File: config.mk
export PLATFORM = sky130hd
export DESIGN_NAME = button_debounce_hold_detector_flat
export DESIGN_NICKNAME = d
export VERILOG_FILES = /design/src/hw/rtl/bdhd_pkg.sv /design/src/hw/rtl/bdhd_if.sv /design/src/hw/rtl/bdhd_lane.sv /design/src/hw/rtl/bdhd_merge.sv /design/src/hw/rtl/button_debounce_hold_detector.sv /design/src/flat_wrapper.sv
export SDC_FILE = /design/constraint.sdc
export NUM_CORES = 2
export LEC_CHECK = 0
export BUFFER_PORTS_ARGS = -buffer_cell sky130_fd_sc_hd__buf_2
export CAP_MARGIN = 25
export CORE_ASPECT_RATIO = 1.5
export CORE_MARGIN = 5
export CORE_UTILIZATION = 65
export DETAILED_ROUTE_END_ITERATION = 6
export PLACE_DENSITY = 0.82
export SETUP_SLACK_MARGIN = 0.3
export SYNTH_ARGS = -nofsm -noshare
export SYNTH_HDL_FRONTEND = slang
export SYNTH_HIERARCHICAL = 1
export SYNTH_SLANG_ARGS = --single-unit
File: constraint.sdc
create_clock -name clk -period 5.7 [get_ports clk]
set_input_delay 0 -clock clk [delete_from_list [all_inputs] [get_ports clk]]
set_output_delay 0 -clock clk [all_outputs]
set_load 0.05 [all_outputs]
File: src/hw/rtl/bdhd_pkg.sv
// Shared types, constants and helpers for the button debounce and hold detector.
package bdhd_pkg;

  localparam int LANES_MAX       = 8;
  localparam int NUM_BUTTONS_DEF = 8;
  localparam int CODE_W          = 3;
  localparam int TIME_W          = 32;
  localparam int THRESH_W        = 16;
  localparam int CFG_IDX_W       = 2;
  localparam int CFG_DATA_W      = 16;

  localparam logic [CFG_IDX_W-1:0] CFG_DEBOUNCE_MS = 2'd0;
  localparam logic [CFG_IDX_W-1:0] CFG_HOLD_MS     = 2'd1;

  localparam logic [THRESH_W-1:0] DEBOUNCE_MS_RST = 16'd50;
  localparam logic [THRESH_W-1:0] HOLD_MS_RST     = 16'd1000;

  localparam logic [CODE_W-1:0] CODE_UP       = 3'd0;
  localparam logic [CODE_W-1:0] CODE_PRESSED  = 3'd1;
  localparam logic [CODE_W-1:0] CODE_DEBOUNCE = 3'd2;
  localparam logic [CODE_W-1:0] CODE_DOWN     = 3'd3;
  localparam logic [CODE_W-1:0] CODE_HELD     = 3'd4;
  localparam logic [CODE_W-1:0] CODE_RELEASED = 3'd5;

  typedef enum logic [5:0] {
    ST_UP       = 6'b000001,
    ST_PRESSED  = 6'b000010,
    ST_DEBOUNCE = 6'b000100,
    ST_DOWN     = 6'b001000,
    ST_HELD     = 6'b010000,
    ST_RELEASED = 6'b100000
  } bdhd_state_t;

  typedef struct packed {
    logic [LANES_MAX-1:0] pin_levels;
    logic [TIME_W-1:0]    now_ms;
  } bdhd_in_t;

  typedef struct packed {
    logic [LANES_MAX*CODE_W-1:0] button_states;
    logic [LANES_MAX-1:0]        released_pulses;
  } bdhd_out_t;

  typedef struct packed {
    logic [CODE_W-1:0] code;
    logic              released;
  } bdhd_lane_t;

  function automatic logic [CODE_W-1:0] state_code(input bdhd_state_t st);
    logic [CODE_W-1:0] c;
    unique case (st)
      ST_UP:       c = CODE_UP;
      ST_PRESSED:  c = CODE_PRESSED;
      ST_DEBOUNCE: c = CODE_DEBOUNCE;
      ST_DOWN:     c = CODE_DOWN;
      ST_HELD:     c = CODE_HELD;
      ST_RELEASED: c = CODE_RELEASED;
      default:     c = CODE_UP;
    endcase
    return c;
  endfunction

endpackage

File: src/hw/rtl/bdhd_if.sv
// Valid/ready stream interfaces for the poll and result channels.
interface bdhd_in_if import bdhd_pkg::*; ();
  logic     valid;
  logic     ready;
  bdhd_in_t data;

  modport source(output valid, output data, input ready);
  modport sink(input valid, input data, output ready);
endinterface

interface bdhd_out_if import bdhd_pkg::*; ();
  logic      valid;
  logic      ready;
  bdhd_out_t data;

  modport source(output valid, output data, input ready);
  modport sink(input valid, input data, output ready);
endinterface

File: src/hw/rtl/bdhd_lane.sv
// Per-button debounce and hold state machine with its press timestamp.
module bdhd_lane import bdhd_pkg::*; (
  input  logic                clk,
  input  logic                rst_n,
  input  logic                accept,
  input  logic                pressed,
  input  logic [TIME_W-1:0]   now_ms,
  input  logic [THRESH_W-1:0] debounce_ms,
  input  logic [THRESH_W-1:0] hold_ms,
  output bdhd_lane_t          status
);

  bdhd_state_t       state_r, state_nxt;
  logic [TIME_W-1:0] press_time_r, press_time_nxt;
  logic [TIME_W-1:0] elapsed;
  logic              deb_done, hold_done;

  assign elapsed   = now_ms - press_time_r;
  assign deb_done  = elapsed > {{(TIME_W-THRESH_W){1'b0}}, debounce_ms};
  assign hold_done = elapsed > {{(TIME_W-THRESH_W){1'b0}}, hold_ms};

  always_comb begin
    state_nxt      = state_r;
    press_time_nxt = press_time_r;
    unique case (state_r)
      ST_UP: begin
        if (pressed) begin
          press_time_nxt = now_ms;
          state_nxt      = ST_PRESSED;
        end
      end
      ST_PRESSED: state_nxt = ST_DEBOUNCE;
      ST_DEBOUNCE: begin
        if (deb_done) begin
          if (pressed) begin
            press_time_nxt = now_ms;
            state_nxt      = ST_DOWN;
          end else begin
            state_nxt = ST_UP;
          end
        end
      end
      ST_DOWN: begin
        if (!pressed) begin
          state_nxt = ST_RELEASED;
        end else if (hold_done) begin
          state_nxt = ST_HELD;
        end
      end
      ST_HELD: begin
        if (!pressed) begin
          state_nxt = ST_UP;
        end
      end
      ST_RELEASED: state_nxt = ST_UP;
      default:     state_nxt = ST_UP;
    endcase
  end

  always_ff @(posedge clk) begin
    if (!rst_n) begin
      state_r <= ST_UP;
    end else if (accept) begin
      state_r <= state_nxt;
    end
  end

  always_ff @(posedge clk) begin
    if (!rst_n) begin
      press_time_r <= '0;
    end else if (accept) begin
      press_time_r <= press_time_nxt;
    end
  end

  assign status.code     = state_code(state_nxt);
  assign status.released = (state_nxt == ST_RELEASED);

endmodule

File: src/hw/rtl/bdhd_merge.sv
// Packs lane results into one result word and buffers it in a two-entry skid.
module bdhd_merge import bdhd_pkg::*; (
  input  logic              clk,
  input  logic              rst_n,
  input  logic              load,
  input  bdhd_lane_t        lanes [LANES_MAX],
  output logic              load_ready,
  bdhd_out_if.source        out_if
);

  bdhd_out_t word;
  bdhd_out_t main_r, skid_r;
  logic      main_valid_r, skid_valid_r;
  logic      pop;

  always_comb begin
    word = '0;
    for (int i = 0; i < LANES_MAX; i++) begin
      word.button_states[CODE_W*i +: CODE_W] = lanes[i].code;
      word.released_pulses[i]                = lanes[i].released;
    end
  end

  assign pop        = main_valid_r && out_if.ready;
  assign load_ready = !skid_valid_r;

  always_ff @(posedge clk) begin
    if (!rst_n) begin
      main_valid_r <= 1'b0;
      skid_valid_r <= 1'b0;
    end else begin
      if (load) begin
        if (!main_valid_r || pop) begin
          main_valid_r <= 1'b1;
        end else begin
          skid_valid_r <= 1'b1;
        end
      end else if (pop) begin
        if (skid_valid_r) begin
          skid_valid_r <= 1'b0;
        end else begin
          main_valid_r <= 1'b0;
        end
      end
    end
  end

  always_ff @(posedge clk) begin
    if (load) begin
      if (!main_valid_r || pop) begin
        main_r <= word;
      end else begin
        skid_r <= word;
      end
    end else if (pop && skid_valid_r) begin
      main_r <= skid_r;
    end
  end

  assign out_if.valid = main_valid_r;
  assign out_if.data  = main_r;

endmodule

File: src/hw/rtl/button_debounce_hold_detector.sv
// Top level: configuration registers, button lanes and result merge.
//
//   channel | dir | word
//   in_if   | in  | pin_levels[7:0] (active low), now_ms[31:0]
//   out_if  | out | button_states[23:0], released_pulses[7:0]
//   cfg_*   | in  | index 0 debounce_ms, index 1 hold_ms, 16-bit data
//
// One poll per clock while in_if.ready is high; all active button lanes update in the accept cycle.
// Result word is registered in the output register, or in the skid entry while that register is occupied.
// Two-entry skid: in_if.ready drops only when both entries hold a word.
// Reset: all buttons up, thresholds 50 ms and 1000 ms, buffers empty.
module button_debounce_hold_detector import bdhd_pkg::*; #(
  parameter int NUM_BUTTONS = NUM_BUTTONS_DEF
) (
  input  logic                  clk,
  input  logic                  rst_n,
  bdhd_in_if.sink               in_if,
  bdhd_out_if.source            out_if,
  input  logic                  cfg_wr_en,
  input  logic [CFG_IDX_W-1:0]  cfg_index,
  input  logic [CFG_DATA_W-1:0] cfg_data
);

  localparam int ACTIVE = (NUM_BUTTONS < LANES_MAX) ? NUM_BUTTONS : LANES_MAX;

  logic [THRESH_W-1:0] debounce_ms_r, hold_ms_r;
  logic                accept, load_ready;
  bdhd_lane_t          lanes [LANES_MAX];

  always_ff @(posedge clk) begin
    if (!rst_n) begin
      debounce_ms_r <= DEBOUNCE_MS_RST;
      hold_ms_r     <= HOLD_MS_RST;
    end else if (cfg_wr_en) begin
      if (cfg_index == CFG_DEBOUNCE_MS) begin
        debounce_ms_r <= cfg_data[THRESH_W-1:0];
      end else if (cfg_index == CFG_HOLD_MS) begin
        hold_ms_r <= cfg_data[THRESH_W-1:0];
      end
    end
  end

  assign in_if.ready = load_ready;
  assign accept      = in_if.valid && load_ready;

  for (genvar i = 0; i < LANES_MAX; i++) begin : g_lane
    if (i < ACTIVE) begin : g_on
      bdhd_lane u_lane (
        .clk         (clk),
        .rst_n       (rst_n),
        .accept      (accept),
        .pressed     (!in_if.data.pin_levels[i]),
        .now_ms      (in_if.data.now_ms),
        .debounce_ms (debounce_ms_r),
        .hold_ms     (hold_ms_r),
        .status      (lanes[i])
      );
    end else begin : g_off
      assign lanes[i] = '0;
    end
  end

  bdhd_merge u_merge (
    .clk        (clk),
    .rst_n      (rst_n),
    .load       (accept),
    .lanes      (lanes),
    .load_ready (load_ready),
    .out_if     (out_if)
  );

endmodule
File: src/flat_wrapper.sv
// flat-port wrapper written by rule: the top's interface ports become plain ports
module button_debounce_hold_detector_flat import bdhd_pkg::*;
#(
  parameter int NUM_BUTTONS = NUM_BUTTONS_DEF
)
  (clk, rst_n, cfg_wr_en, cfg_index, cfg_data, in_if_valid, in_if_data, in_if_ready, out_if_valid, out_if_data, out_if_ready);
  bdhd_in_if in_if_i ();
  bdhd_out_if out_if_i ();
  input  logic clk;
  input  logic rst_n;
  input  logic cfg_wr_en;
  input  logic [CFG_IDX_W-1:0] cfg_index;
  input  logic [CFG_DATA_W-1:0] cfg_data;
  input wire logic [$bits(in_if_i.valid)-1:0] in_if_valid;
  input wire logic [$bits(in_if_i.data)-1:0] in_if_data;
  output wire logic [$bits(in_if_i.ready)-1:0] in_if_ready;
  output wire logic [$bits(out_if_i.valid)-1:0] out_if_valid;
  output wire logic [$bits(out_if_i.data)-1:0] out_if_data;
  input wire logic [$bits(out_if_i.ready)-1:0] out_if_ready;
  assign in_if_i.valid = in_if_valid;
  assign in_if_i.data = in_if_data;
  assign in_if_ready = in_if_i.ready;
  assign out_if_valid = out_if_i.valid;
  assign out_if_data = out_if_i.data;
  assign out_if_i.ready = out_if_ready;
  button_debounce_hold_detector #(.NUM_BUTTONS(NUM_BUTTONS)) u_core (.clk(clk), .rst_n(rst_n), .in_if(in_if_i), .out_if(out_if_i), .cfg_wr_en(cfg_wr_en), .cfg_index(cfg_index), .cfg_data(cfg_data));
endmodule
==> flow_summary.rst <==
.. list-table::
   :header-rows: 1

   * - Metric
     - Value
   * - Antenna violations before repair
     - 2
   * - CP delay by family, top
     - compound AO/OA/AOI/OAI gates
   * - Warnings, synthesis
     - 6
   * - Worst-Skew Late Latency
     - 0.61 ns
   * - Global router's overall resource usage
     - 0.368
   * - Worst hold margin
     - 0.0688 ns
   * - Complex-gate fraction of the synthesized area
     - 0.208
   * - Mean instance size in the synthesized netlist
     - 7.66 um2
   * - Setup-failing EPs final
     - 0
   * - Final worst path period share
     - 0.877
   * - Post-layout instance area
     - 44,100 um2
   * - Count of final max-slew check failures
     - 0
   * - Synthesized flop and latch total
     - 402
   * - Violations in the final reports
     - DRC
   * - Final sum of negative setup slack
     - 0 ns
   * - Per-cell routed wire length
     - 21.2 um
   * - Unique cell type count in the Yosys netlist
     - 100
   * - Floorplan core area
     - 63,200 um2
   * - Quantity of gates resized following cts
     - 0
   * - Nets
     - 6,030
   * - Clock root cell
     - sky130_fd_sc_hd__clkbuf_16
   * - Area Growth Syn to Fin
     - 6.79%
   * - Setup repair after global routing missed its margin
     - false
   * - Port bufs
     - 96
   * - Syn Nets
     - 5,968
   * - Tot Pwr
     - 10,400 uW
   * - Post-Route Skew
     - 0.0241 ns
   * - DR iter-0 viols
     - 3,400
   * - Number of max-cap violations
     - 0
   * - Classification of the worst-slack hold path
     - primary input to flop
   * - TritonCTS clock tree
     - yes
   * - XOR/XNOR Fraction of Synth Area
     - 0.0356
   * - Share of the core filled with cells
     - 0.698
   * - Final routed wirelength across all metal layers
     - 133,000 um
   * - Clock-pin slew on the worst setup and hold paths
     - 0.07 ns
   * - Worst path cell trace
     - dlygate4sd3_1 -> buf_2 -> inv_1 -> ha_1 -> fa_1 -> nand2b_1 -> a21oi_2 -> nor2_1 -> o21ai_0 -> a21o_1 -> a21oi_1 -> xnor2_1 -> ha_1 -> nand2_1 -> nor2_1 -> a211oi_1 -> o21ai_0 -> o31ai_1 -> nand3_1 -> nor4_1 -> o21ai_0 -> and3_1 -> mux2_4
   * - CP Class
     - primary input to flop
   * - Least-Margin Pin Slew
     - 1.06 ns
   * - Number of buffers added by the clock tree synthesis step
     - 43
   * - Chip Width
     - 216 um
   * - I/O pins
     - 97
   * - Portion of synthesized cell area occupied by the leading cell type
     - 0.164
   * - Most instantiated library cell after synthesis
     - sky130_fd_sc_hd__nand2_1
   * - Number of DRC violations after detailed routing
     - 1
   * - Via density per instance
     - 6.39
   * - Area taken by multi-input logic gates
     - 29,100 um2
   * - Main flop type after synthesis
     - sky130_fd_sc_hd__dfxtp_1
   * - Fraction of layout instances using a drive strength above 1
     - 0.0678
   * - Required time of the worst setup path
     - 6.05 ns
   * - Global placer's final weighted congestion
     - 0.994
   * - Post-placement cell area
     - 42,100 um2
   * - PD cells
     - 236 nW/um2
   * - Setup Buffers After CTS
     - 0
   * - Number of global-route vias before repair
     - 38,300
   * - Largest net degree at the start of global routing
     - 140
   * - Worst-case headroom to the max-slew limit
     - 0.290
   * - Number of hold violations in the final report
     - 0
   * - Drt pass-1 iters
     - 7
   * - Min Clock Period, post-route
     - 5.00 ns
   * - Number of filler instances in the final layout
     - 5,414
   * - Largest fanout on the critical path
     - 16
   * - Clk sinks
     - 402
   * - Vias
     - 40,200
   * - Cell taking the most area after synthesis
     - sky130_fd_sc_hd__dfxtp_1
   * - Remaining Overflow, GRT
     - 0
   * - Die Outline Area
     - 68,800 um2
   * - Largest stage delay, worst path
     - 0.55 ns
   * - Global-route wire length before repair
     - 204,000 um
   * - Number of synthesized flops with an enable pin
     - 64
   * - Height of the die
     - 319 um
   * - Combinational family with the most area after synthesis
     - simple AND/OR/NAND/NOR gates
   * - Critical path buffers and inverters
     - 3
   * - Placed wire-length estimate after detailed placement
     - 99,200 um
   * - Most numerous cell types in the synthesized netlist
     - sky130_fd_sc_hd__nand2_1 (864), sky130_fd_sc_hd__inv_1 (609), sky130_fd_sc_hd__ha_1 (504)
   * - Startpoint type of the worst setup path
     - primary input
   * - H-tree Lvls
     - 2
   * - Multiplexer share of the synthesized area
     - 0.0899
   * - Number of buffers added to fix hold violations after cts
     - 63
   * - Cells taking the most area after synthesis
     - sky130_fd_sc_hd__dfxtp_1 (16%), sky130_fd_sc_hd__ha_1 (15%), sky130_fd_sc_hd__nand2_1 (7.9%), sky130_fd_sc_hd__mux2i_1 (7.6%), sky130_fd_sc_hd__inv_1 (5.5%)
   * - Arrival time worst endpoint
     - 5.35 ns
   * - Share of synthesized flip-flops with an asynchronous set or reset
     - 0
   * - Synthesized instance count
     - 5,393
   * - Achievable Freq
     - 0.200 GHz
   * - Leakage power
     - 0.0183 uW
   * - Max Buffers Root-to-Sink
     - 3
   * - Simple-Gate Fraction of Synth Area
     - 0.215
   * - CP endpoint kind
     - flop
   * - Residual antenna-violating net count after detailed routing
     - 0
   * - Adder-cell area share of the yosys netlist
     - 0.157
   * - Cell area after synthesis
     - 41,300 um2
   * - Area used by sequential logic in the layout
     - 8690 um2
   * - Sequential area share after synthesis
     - 0.210
   * - Cell with the largest stage delay on the worst path
     - sky130_fd_sc_hd__dlygate4sd3_1
   * - Number of rows created at floorplan
     - 113
   * - Maximum ir drop on the vdd rail
     - 0.000240 V
   * - Outcome
     - complete, but fails checks
   * - Cell occurring most often along the worst timing path
     - sky130_fd_sc_hd__o21ai_0
   * - Initial Utilization
     - 0.654
==> cell families (layout without fill, tap and decap cells) <==
kind of cell / after synthesis / count (layout)
DFF: 402 / 402
other: 0 / 2
xor gates and xnor gates: 168 / 168
adders and majority gates: 512 / 512
buffers and inverters: 803 / 899
AOI/OAI and AO/OA: 1298 / 1298
muxes: 356 / 356
and+or+nand+nor: 1854 / 1854
==> state kept, by name, summed over array words and instances (netlist names) <==
name and cells:
u_core/g_lane.g_on.u_lane/press_time_r 256, u_core/g_lane.g_on.u_lane/state_r 48, u_core/u_merge/out_if.data 32, u_core/u_merge/skid_r 32, u_core/debounce_ms_r 16, u_core/hold_ms_r 16, u_core/u_merge/out_if.valid 1, u_core/u_merge/skid_valid_r 1
==> worst reg2reg max path, stage by stage (launching register included) <==
cell	delay [ns]
sky130_fd_sc_hd__dfxtp_1	0.32
sky130_fd_sc_hd__inv_1	0.04
sky130_fd_sc_hd__ha_1	0.33
sky130_fd_sc_hd__and2_1	0.20
sky130_fd_sc_hd__a221o_1	0.36
sky130_fd_sc_hd__or2_2	0.33
sky130_fd_sc_hd__and2_1	0.18
sky130_fd_sc_hd__o21a_1	0.16
sky130_fd_sc_hd__nor2_1	0.11
sky130_fd_sc_hd__xnor2_1	0.17
sky130_fd_sc_hd__ha_1	0.29
sky130_fd_sc_hd__nand4_1	0.14
sky130_fd_sc_hd__a21oi_1	0.07
sky130_fd_sc_hd__a211oi_1	0.29
sky130_fd_sc_hd__nor3_1	0.08
sky130_fd_sc_hd__o31ai_1	0.42
sky130_fd_sc_hd__nand3_1	0.13
sky130_fd_sc_hd__nor4_1	0.48
sky130_fd_sc_hd__o21ai_0	0.15
sky130_fd_sc_hd__and3_1	0.22
sky130_fd_sc_hd__mux2_4	0.25
==> per-stage QoR <==
| stage | setup slack, ns | cells |
|---|---|---|
| after floorplan | 1.57 | 5393 |
| after global placement | 0.896 | 6151 |
| after detailed placement | 0.769 | 6151 |
| after CTS | 0.799 | 6293 |
| after global routing | 0.407 | 6294 |
| final | 0.702 | 6296 |
==> cell type report <==
type	count	share of cell area
Antenna cell	2	0.000113
Clock inverter	18	0.00394
Clock buffer	61	0.0276
Timing Repair Buffer	211	0.0359
Inverter	609	0.0518
Tap cell	805	0.0228
Sequential cell	402	0.197
Multi-Input combinational cell	4188	0.661
==> power by group <==
| part | switching (uW) | internal [uW] | leakage [uW] |
|---|---|---|---|
| clock network | 1270 | 1590 | 0.000676 |
| logic | 2660 | 1690 | 0.0142 |
| registers | 147 | 3060 | 0.00337 |
==> layout by cell type, fill, tap and decap left out, drive strengths merged, types with 40 or more instances in the layout <==
master / count
a211oi: 40
nor2: 291
mux2: 43
inv: 613
or3: 42
nor2b: 56
o21a: 77
nand4: 126
a21oi: 391
a21o: 151
buf: 148
o21ai: 285
dlygate4sd3: 63
ha: 504
edfxtp: 64
mux2i: 313
clkbuf: 61
nand3: 98
dfxtp: 338
o211ai: 65
xor2: 72
nor4: 42
nor3: 85
nand2: 864
xnor2: 96
nand2b: 68
==> path summary, 6_finish.rpt <==
check	from	to	slack, ns	cells past startpoint
hold / removal	in_if_data[28]	u_core/g_lane[6].g_on.u_lane/press_time_r[28]	0.07	3
hold reg to reg	u_core/g_lane[6].g_on.u_lane/press_time_r[8]	u_core/g_lane[6].g_on.u_lane/press_time_r[8]	0.46	2
setup / recovery	in_if_data[0]	u_core/u_merge/out_if.data[10]	0.70	23
setup reg to reg	u_core/g_lane[3].g_on.u_lane/press_time_r[4]	u_core/u_merge/out_if.data[19]	0.75	20
==> layer usage <==
metal | track usage | vias to the layer above | share of wire
li1 | - | 19200 | -
met1 | 0.426 | 18800 | 0.38
met2 | 0.622 | 1665 | 0.46
met3 | 0.0587 | 558 | 0.074
met4 | 0.253 | 2 | 0.083
met5 | 0 | - | 0.000097
Note: power is estimated with default switching activity, not from simulation.
